--- config.mk ---
export PLATFORM = sky130hd
export DESIGN_NAME = ttb_unit
export DESIGN_NICKNAME = d
export VERILOG_FILES = /design/src/ttb_pkg.sv /design/src/ttb_unit.sv
export SDC_FILE = /design/constraint.sdc
export NUM_CORES = 1
export LEC_CHECK = 0
export ABC_AREA = 1
export BUFFER_PORTS_ARGS = -buffer_cell sky130_fd_sc_hd__buf_2
export CAP_MARGIN = 10
export CORE_ASPECT_RATIO = 1.4
export CORE_MARGIN = 4
export CORE_UTILIZATION = 45
export CTS_CLUSTER_DIAMETER = 100
export DETAILED_ROUTE_END_ITERATION = 10
export PLACE_DENSITY = 0.62
export SLEW_MARGIN = 20
export SYNTH_ARGS = -nofsm -noshare
export SYNTH_HDL_FRONTEND = slang
export SYNTH_SLANG_ARGS = --single-unit
--- constraint.sdc ---
create_clock -name i_clk -period 14.2 [get_ports i_clk]
set_input_delay 0 -clock i_clk [delete_from_list [all_inputs] [get_ports i_clk]]
set_output_delay 0 -clock i_clk [all_outputs]
set_load 0.03 [all_outputs]
--- src/ttb_pkg.sv ---
`default_nettype none
package ttb_pkg;

    typedef struct packed {
        logic signed [31:0] pos_x;
        logic signed [31:0] pos_y;
        logic signed [31:0] pos_z;
        logic signed [15:0] tex_u;
        logic signed [15:0] tex_v;
    } t_in_item;

    typedef struct packed {
        logic [1:0]         corner;
        logic signed [15:0] tangent_x;
        logic signed [15:0] tangent_y;
        logic signed [15:0] tangent_z;
        logic signed [15:0] bitangent_x;
        logic signed [15:0] bitangent_y;
        logic signed [15:0] bitangent_z;
        logic               zero_length;
        logic               last;
    } t_out_item;

    // Numerator components: 17-bit UV delta times 33-bit edge, summed twice.
    localparam int VEC_W = 52;
    localparam int MAG_W = 30;
    localparam int SUM_W = 62;

    // Shared unit operations issued by the sequencer.
    typedef struct packed {
        logic start_sqrt;
        logic start_div;
    } t_unit_ctl;

endpackage
`default_nettype wire

--- src/ttb_unit.sv ---
`default_nettype none
// Shared iterative unit: restoring square root of a 62-bit sum, one root
// bit per cycle, or a restoring divide of a 45-bit numerator by a 31-bit
// divisor, one quotient bit per cycle.
module ttb_unit
    import ttb_pkg::*;
(
    input  wire logic              i_clk,
    input  wire logic              i_rst_n,
    input  wire t_unit_ctl         i_ctl,
    input  wire logic [SUM_W-1:0]  i_sum,
    input  wire logic [44:0]       i_num,
    input  wire logic [30:0]       i_den,
    output logic                   o_busy,
    output logic [30:0]            o_root,
    output logic [15:0]            o_quot
);
    logic [5:0]        r_cnt;
    logic              r_mode_div;
    logic [SUM_W-1:0]  r_x;
    logic [30:0]       r_rt;
    logic [30:0]       r_rem;
    logic [44:0]       r_num;
    logic [30:0]       r_den;
    logic [15:0]       r_q;

    logic [32:0] n_trial;
    logic [32:0] n_rem_s;
    logic [31:0] n_shift_d;
    logic [32:0] n_sub_d;

    always_comb begin
        n_rem_s   = {r_rem, r_x[SUM_W-1 -: 2]};
        n_trial   = {r_rt, 2'b01};
        n_shift_d = {r_rem, r_num[44]};
        // One extra bit so that a shifted remainder above 2^31 still compares right.
        n_sub_d   = {1'b0, n_shift_d} - {2'b00, r_den};
    end

    always_ff @(posedge i_clk) begin
        if (!i_rst_n) begin
            r_cnt <= '0;
        end else if (i_ctl.start_sqrt) begin
            r_cnt      <= 6'd31;
            r_mode_div <= 1'b0;
            r_x        <= i_sum;
            r_rt       <= '0;
            r_rem      <= '0;
        end else if (i_ctl.start_div) begin
            r_cnt      <= 6'd45;
            r_mode_div <= 1'b1;
            r_num      <= i_num;
            r_den      <= i_den;
            r_rem      <= '0;
            r_q        <= '0;
        end else if (r_cnt != 6'd0) begin
            r_cnt <= r_cnt - 6'd1;
            if (!r_mode_div) begin
                r_x <= {r_x[SUM_W-3:0], 2'b00};
                if (n_rem_s >= n_trial) begin
                    r_rem <= 31'(n_rem_s - n_trial);
                    r_rt  <= {r_rt[29:0], 1'b1};
                end else begin
                    r_rem <= n_rem_s[30:0];
                    r_rt  <= {r_rt[29:0], 1'b0};
                end
            end else begin
                r_num <= {r_num[43:0], 1'b0};
                if (!n_sub_d[32]) begin
                    r_rem <= n_sub_d[30:0];
                    r_q   <= {r_q[14:0], 1'b1};
                end else begin
                    r_rem <= n_shift_d[30:0];
                    r_q   <= {r_q[14:0], 1'b0};
                end
            end
        end
    end

    assign o_busy = (r_cnt != 6'd0) || i_ctl.start_sqrt || i_ctl.start_div;
    assign o_root = r_rt;
    assign o_quot = r_q;
endmodule
`default_nettype wire

==> flow_summary.yaml, run 1 <==
clock_tree:
  numCtsBuffers: 24
  clock_path_buffers: 3
  insertion_delay_ns: 0.55
  cts_tree: "yes"
  cts_max_level: 1
  cts_root_buf: "clkbuf_16"
  clkTransAtPathRegs_ns: 0.07
  cts_sinks: 223
critical_path:
  path_buf_inv: 1
  criticalPathCategory: "reg2reg"
  cp_slowest_cell: "edfxtp_1"
  cp.depth: 12
  path_max_fanout: 32
  crit_family: "simple AND/OR/NAND/NOR gates"
  cp_data_arrival_time_ns: 3.73
  crit_chain: "ha_1 > nand2_1 > nor2_1 > nand2_1 > inv_1 > nand2_1 > nand2_1 > nand2_2 > nand2_4 > nand3_1 > nand3_1 > a21oi_1"
  r2r_end: "r_rem[26]"
  reg2regPathDepth: 12
  crit_path_frequent_cell: "nand2_1"
  reg2reg_from: "r_rem[8]"
  end_kind: "flip-flop"
  cp.required_ns: 14.47
  max_stage_delay_ns: 0.55
  r2r_setup_slack_ns: 10.74
  cp-start-kind: "flip-flop"
route:
  wl_met3_um: 2014
  drt-total-wl_um: 42620
  vias_per_cell: 4.955
  drc: 0
  top_layer: "met4"
  drt-wirelength-per-cell_um: 15.92
  ant_nets: 0
  num_vias: 13260
  wl_met1_um: 15690
  firstDrtPassIters: 5
  drt_iter0_drc: 641
  dr_wl_met2_um: 23040
yosys:
  yosys.area_share.xor_xnor: 0.01762
  synth.distinct_cells: 38
  synth_warnings: 0
  ys.flop_type: "edfxtp_1"
  synthSimpleGateAreaFrac: 0.3214
  async_flop_share: 0
  synth_edf_count: 217
  synth_top_family_by_area: "simple AND/OR/NAND/NOR gates"
  seq_area_frac_synth: 0.4603
  synth_top_area_frac: 0.4519
  synth_compound_area_frac: 0.04564
  muxShareOfSynthArea: 0
  synth_top_area_cell: "edfxtp_1"
  synth_nets: 2159
  syn-instance-count: 1950
  synth.area.top_cells: "edfxtp_1, nand2_1, inv_1"
  synthAdderAreaFrac: 0.05866
  syn_area_um2: 14420
  syn_area_per_cell_um2: 7.394
  ys_seq_elements: 223
final_layout:
  drive_gt1_frac: 0.1188
  fillers: 2970
  regArea_um2: 6636
  antennaDiodeCount: 0
  multiInputGateArea_um2: 6416
  fin_nets: 2472
  area_growth_pct: 24.64
global_routing:
  grt_max_degree: 98
  grt_pass1_vias: 13234
  grtUsageTotal: 0.2378
  grt_first_pass_wirelength_um: 66760
  grt.overflow.total: 0
  antenna_found_initial: 0
floorplan:
  io_pins: 190
  fp.dieW_um: 159.3
  die_area_um2: 35010
  initial_core_util: 0.4563
  die_h_um: 219.8
  fp.coreArea_um2: 31600
  num_rows: 77
sta:
  hold_violations: 0
  finalClockSkew_ns: 0.01873
  slew_headroom: 0.3249
  rsz0062_at_grt: "false"
  slew_viol_final: 0
  max_clock_freq_ghz: 0.2887
  period_share: 0.2439
  tns_ns: 0
  whs_ns: 0.1630
  worst_pin_slew_ns: 1.006
  finalCriticalPeriod_ns: 3.464
  setup_viol: 0
status:
  status: "finished, final reports clean"
pwr:
  power.density_nw_per_um2: 107.2
  leakagePower_nw: 9.102
  peakVddDrop_uv: 92.36
place:
  hpwlAfterDp_um: 30760
  place.gp.congestion: 0.9884
  port_buffers: 189
worst_hold_path:
  min_path_cells: 2
  hp-class: "in2reg"
  min_to: "r_den[29]"
  hp-start: "i_den[29]"
run:
  maxCapViolations: 0
state kept, by name, summed over array words and instances, names as in the netlist:
| name | flops |
|---|---|
| r_x | 62 |
| r_den | 31 |
| r_cnt | 6 |
| r_mode_div | 1 |
| o_quot | 16 |
| r_num | 45 |
| r_rem | 31 |
| o_root | 31 |
cells by family (layout without fill, tap and decap cells):
group                    count (synthesis)  after routing
adder cells (fa/ha/maj)                 67             67
XOR/XNOR                                29             29
AND/OR/NAND/NOR                       1152           1152
buffers and inverters                  361            692
AO/OA/AOI/OAI                          118            118
flip-flops                             223            223
worst max path at each step:
stage	start	endpoint	slack, ns
floorplan	r_mode_div	o_root[0]	8.20
global placement	r_rem[10]	r_rem[26]	10.84
detailed placement	r_rem[8]	r_rem[26]	10.83
CTS	r_rem[8]	r_rem[26]	10.81
global route	r_rem[8]	r_rem[26]	10.59
finish	r_rem[8]	r_rem[26]	10.74
final cells by class:
type | count | share of cell area
multi-input combinational | 1366 | 0.3570
sequential | 223 | 0.3693
timing repair buffer | 340 | 0.1358
tap | 395 | 0.02750
clock inverter | 14 | 0.01149
inverter | 308 | 0.06433
clock buffer | 30 | 0.03467
layout by cell type (no fill, tap or decap), drive strengths merged, types with 6 or more instances in the layout:
cell,netlist,final
a21oi,81,81
buf,20,201
clkbuf,33,30
clkinv,1,10
dfxtp,6,6
dlygate4sd3,0,139
edfxtp,217,217
ha,66,66
inv,307,307
nand2,809,809
nand3,149,149
nand3b,10,10
nor2,166,166
o21ai,27,27
o21bai,6,6
xnor2,14,14
xor2,15,15
synth_stat cells (7+ instances only):
library cell / instances
clkbuf_1: 33
xnor2_1: 14
nand3_1: 148
a21oi_1: 70
a21oi_2: 11
nor2_1: 161
edfxtp_1: 217
inv_1: 300
nand2_1: 804
nand3b_1: 10
xor2_1: 15
buf_2: 13
inv_2: 7
ha_1: 66
o21ai_0: 22
report_power, final:
group	total [mW]	internal (mW)	switching, mW
combinational	0.458	0.166	0.293
sequential	0.796	0.771	0.0242
clock	0.673	0.403	0.270
worst reg2reg max path, cell delays in order, from the launching register on:
cell,delay (ns)
edfxtp_1,0.55
ha_1,0.45
nand2_1,0.12
nor2_1,0.31
nand2_1,0.11
inv_1,0.10
nand2_1,0.08
nand2_1,0.12
nand2_2,0.40
nand2_4,0.49
nand3_1,0.24
nand3_1,0.13
a21oi_1,0.09
what timing repair did:
| action | CTS | global route |
|---|---|---|
| hold buffers | 139 | 0 |
| buffers inserted | 0 | 0 |
| endpoints found under the hold margin | 144 | 0 |
| gates resized for setup | 0 | 0 |
through the flow:
stage / cells / worst slack (ns) / power [mW] / util / instance area (µm²)
floorplan: 1950 / 8.197 / 1.109 / - / 14420
CTS: 2675 / 10.81 / 1.945 / 0.5681 / 17950
finish: 2676 / 10.74 / 1.927 / 0.5687 / 17970
global route: 2676 / 10.59 / 2.029 / 0.5687 / 17970
global placement: 2492 / 10.84 / 1.234 / 0.4978 / 15730
detailed placement: 2492 / 10.83 / 1.237 / 0.4978 / 15730
routing by layer:
metal,up-vias,GRT usage
met5,-,0
met4,0,0.09609
met3,94,0.03255
met2,342,0.4650
met1,6062,0.2572
li1,6762,-
Note: power is estimated with default switching activity, not from simulation.
==> inputs of run 2 (changes only) <==
--- a/config.mk
+++ b/config.mk
@@ -5,7 +5,7 @@
 export SDC_FILE = /design/constraint.sdc
 export NUM_CORES = 1
 export LEC_CHECK = 0
-export ABC_AREA = 1
+export ABC_AREA = 0
 export BUFFER_PORTS_ARGS = -buffer_cell sky130_fd_sc_hd__buf_2
 export CAP_MARGIN = 10
 export CORE_ASPECT_RATIO = 1.4
==> constraint.sdc (replaced) <==
create_clock -name i_clk -period 3.6 [get_ports i_clk]
set_input_delay 0 -clock i_clk [delete_from_list [all_inputs] [get_ports i_clk]]
set_output_delay 0 -clock i_clk [all_outputs]
set_load 0.03 [all_outputs]
==> run 2 against run 1 <==
  * Maximum frequency rose by 0.75%
  * Clock power rose to 3.7 times the previous value
  * Worst setup slack got worse by 11 ns
  * Register-to-register slack got worse by 11 ns
  * Sequential share of layout area rose by 2.8 points
  * Die area fell by 9.5%
  * Critical endpoint is now r_rem[4]
  * Largest power group unchanged
==> flow_summary.yaml, run 2 <==
clock_tree:
  insertion_delay_ns: 0.53
  clkTransAtPathRegs_ns: 0.07
  cts_tree: "yes"
  cts_root_buf: "clkbuf_16"
  numCtsBuffers: 24
  clock_path_buffers: 3
  cts_sinks: 223
  cts_max_level: 1
worst_hold_path:
  hp-class: "in2reg"
  min_path_cells: 2
pwr:
  leakagePower_nw: 6.866
  peakVddDrop_uv: 372.9
  swShare: 0.2794
  switchingPower_mw: 2.050
  seqPwrFrac: 0.427
  finalPower_mw: 7.337
  p_int_mw: 5.287
  power.density_nw_per_um2: 438.8
  clock_power_share: 0.343
  p_comb_frac: 0.230
sta:
  hold_violations: 0
  setup_viol: 0
  rsz0062_at_grt: "false"
  finalClockSkew_ns: 0.01045
  max_clock_freq_ghz: 0.2909
  slew_headroom: 0.4304
  tns_ns: 0
  period_share: 0.9550
  finalCriticalPeriod_ns: 3.438
  worst_pin_slew_ns: 0.8544
  slew_viol_final: 0
global_routing:
  antenna_found_initial: 0
  grt.overflow.total: 0
  grt_first_pass_wirelength_um: 51930
  grt_max_degree: 94
  grtUsageTotal: 0.2039
  grt_pass1_vias: 10298
floorplan:
  fp.dieW_um: 151.6
  die_area_um2: 31700
  initial_core_util: 0.4575
  die_h_um: 209.1
  io_pins: 190
  fp.coreArea_um2: 28410
  num_rows: 73
yosys:
  synth_warnings: 0
  yosysMostFrequentCell: "edfxtp_1"
  synth.distinct_cells: 65
  seq_area_frac_synth: 0.5107
  syn-instance-count: 1118
  synth_top_area_frac: 0.5014
  syn_area_per_cell_um2: 11.62
  synth_nets: 1327
  async_flop_share: 0
  synth.area.top_cells: "edfxtp_1, mux2_2, ha_1"
  synth.top_cells.by_count: "edfxtp_1, mux2_2, nor2_1"
  synth_top_area_cell: "edfxtp_1"
  ys_seq_elements: 223
  ys.flop_type: "edfxtp_1"
  syn_area_um2: 12990
  synth_edf_count: 217
final_layout:
  mostFrequentLayoutCells: "edfxtp_1, buf_2, dlygate4sd3_1"
  final_common_cell: "edfxtp_1"
  fillers: 2385
  largest_register_ffs: 62
  largest_register: "r_x"
  largestRegisters: "r_x (62), r_num (45)"
  drive_gt1_frac: 0.2811
  area_growth_pct: 28.67
  antennaDiodeCount: 0
  fin_nets: 1671
route:
  drt_iter0_drc: 439
  num_vias: 9870
  vias_per_cell: 5.321
  drt-wirelength-per-cell_um: 17.61
  ant_nets: 0
  drt-total-wl_um: 32660
  drc: 0
  firstDrtPassIters: 4
critical_path:
  criticalPathCategory: "reg2reg"
  cp.required_ns: 3.84
  end_kind: "flip-flop"
  cp_data_arrival_time_ns: 3.68
  reg2regPathDepth: 11
  cp-start-kind: "flip-flop"
  path_max_fanout: 25
place:
  hpwlAfterDp_um: 22860
  port_buffers: 189
  place.gp.congestion: 0.8976
status:
  status: "finished, final reports clean"
run:
  maxCapViolations: 0
==> run 2: changes by cell type after synthesis, sizes merged, moves of 13 or more <==
| cell | previous run | this run |
|---|---|---|
| nand2 | 809 | 38 |
| inv | 307 | 76 |
| nand3 | 149 | 13 |
| mux2 | 0 | 106 |
| nor2 | 166 | 104 |
| a211oi | 0 | 45 |
| a21o | 1 | 36 |
| nor2b | 0 | 30 |
| and3 | 2 | 19 |
| xor2 | 15 | 30 |
| a31oi | 0 | 13 |
| nor3 | 5 | 18 |
==> run 2: metal layers <==
metal | track usage | part of all wire | wire length (µm) | vias up
met5 | 0 | 0 | 0 | -
li1 | - | - | - | 4856
met1 | 0.2291 | 0.38 | 12410 | 4732
met4 | 0.07287 | 0.035 | 1145 | 0
met2 | 0.3825 | 0.54 | 17710 | 216
met3 | 0.03167 | 0.043 | 1396 | 66
==> run 2: final cells by class <==
type	instances	area, µm²	share of cell area
sequential	223	6636	0.3969
multi-input combinational	766	5847	0.3497
timing repair buffer	371	2695	0.1612
clock buffer	29	640.6	0.03831
tap	375	469.2	0.02806
inverter	76	285.3	0.01706
clock inverter	15	147.6	0.008830
==> run 2: worst paths after layout <==
kind                   from  slack [ns]         to
setup / recovery  r_rem[14]        0.16   r_rem[4]
hold / removal    i_den[26]        0.19  r_den[26]
setup reg to reg  r_rem[14]        0.16   r_rem[4]
hold reg to reg      r_x[8]        0.54    r_x[10]
==> run 2: power groups by stage <==
stage / registers, mW / clock network [mW] / logic [mW]
CTS: 3.14 / 2.59 / 1.68
global placement: 3.19 / 0 / 1.54
global route: 3.15 / 2.68 / 1.85
detailed placement: 3.19 / 0 / 1.55
floorplan: 3.21 / 0 / 1.08
finish: 3.14 / 2.51 / 1.69
==> run 2: cells by family after synthesis <==
family	share of synthesized area
adders and majority gates	0.06509
and+or+nand+nor	0.09744
DFF	0.5107
xor gates and xnor gates	0.03572
muxes	0.09802
buffers and inverters	0.04198
AOI/OAI and AO/OA	0.1511
==> run 2: critical path, cell delays in order (launching register included) <==
cell and delay (ns):
edfxtp_1 0.46, ha_1 0.36, a21oi_1 0.20, o21ai_0 0.16, a221o_1 0.40, a311o_1 0.37, a21oi_2 0.22, o31a_2 0.28
buf_12 0.19, nor2_1 0.06, a211oi_1 0.36, a211oi_2 0.08
==> run 2: stage by stage <==
stage / utilization / hold WS, ns / setup WS, ns / instance area (µm²) / instances
6_report: 0.5886 / 0.1864 / 0.1621 / 16720 / 1855
3_3_place_gp: 0.5097 / 0.1780 / 0.09644 / 14480 / 1667
3_5_place_dp: 0.5097 / 0.1783 / 0.05286 / 14480 / 1667
5_1_grt: 0.5886 / 0.1874 / 0.01436 / 16720 / 1855
4_1_cts: 0.5875 / 0.1600 / 0.01595 / 16690 / 1853
2_1_floorplan: - / 0.09887 / 0.05547 / 13000 / 1118
==> run 2: repair_timing <==
action / 4_1_cts / 5_1_grt
buffers inserted: 0 / 2
hold buffers: 142 / 0
endpoints found under the hold margin: 168 / 0
gates resized for setup: 0 / 6
setup endpoints to repair: 0 / 29
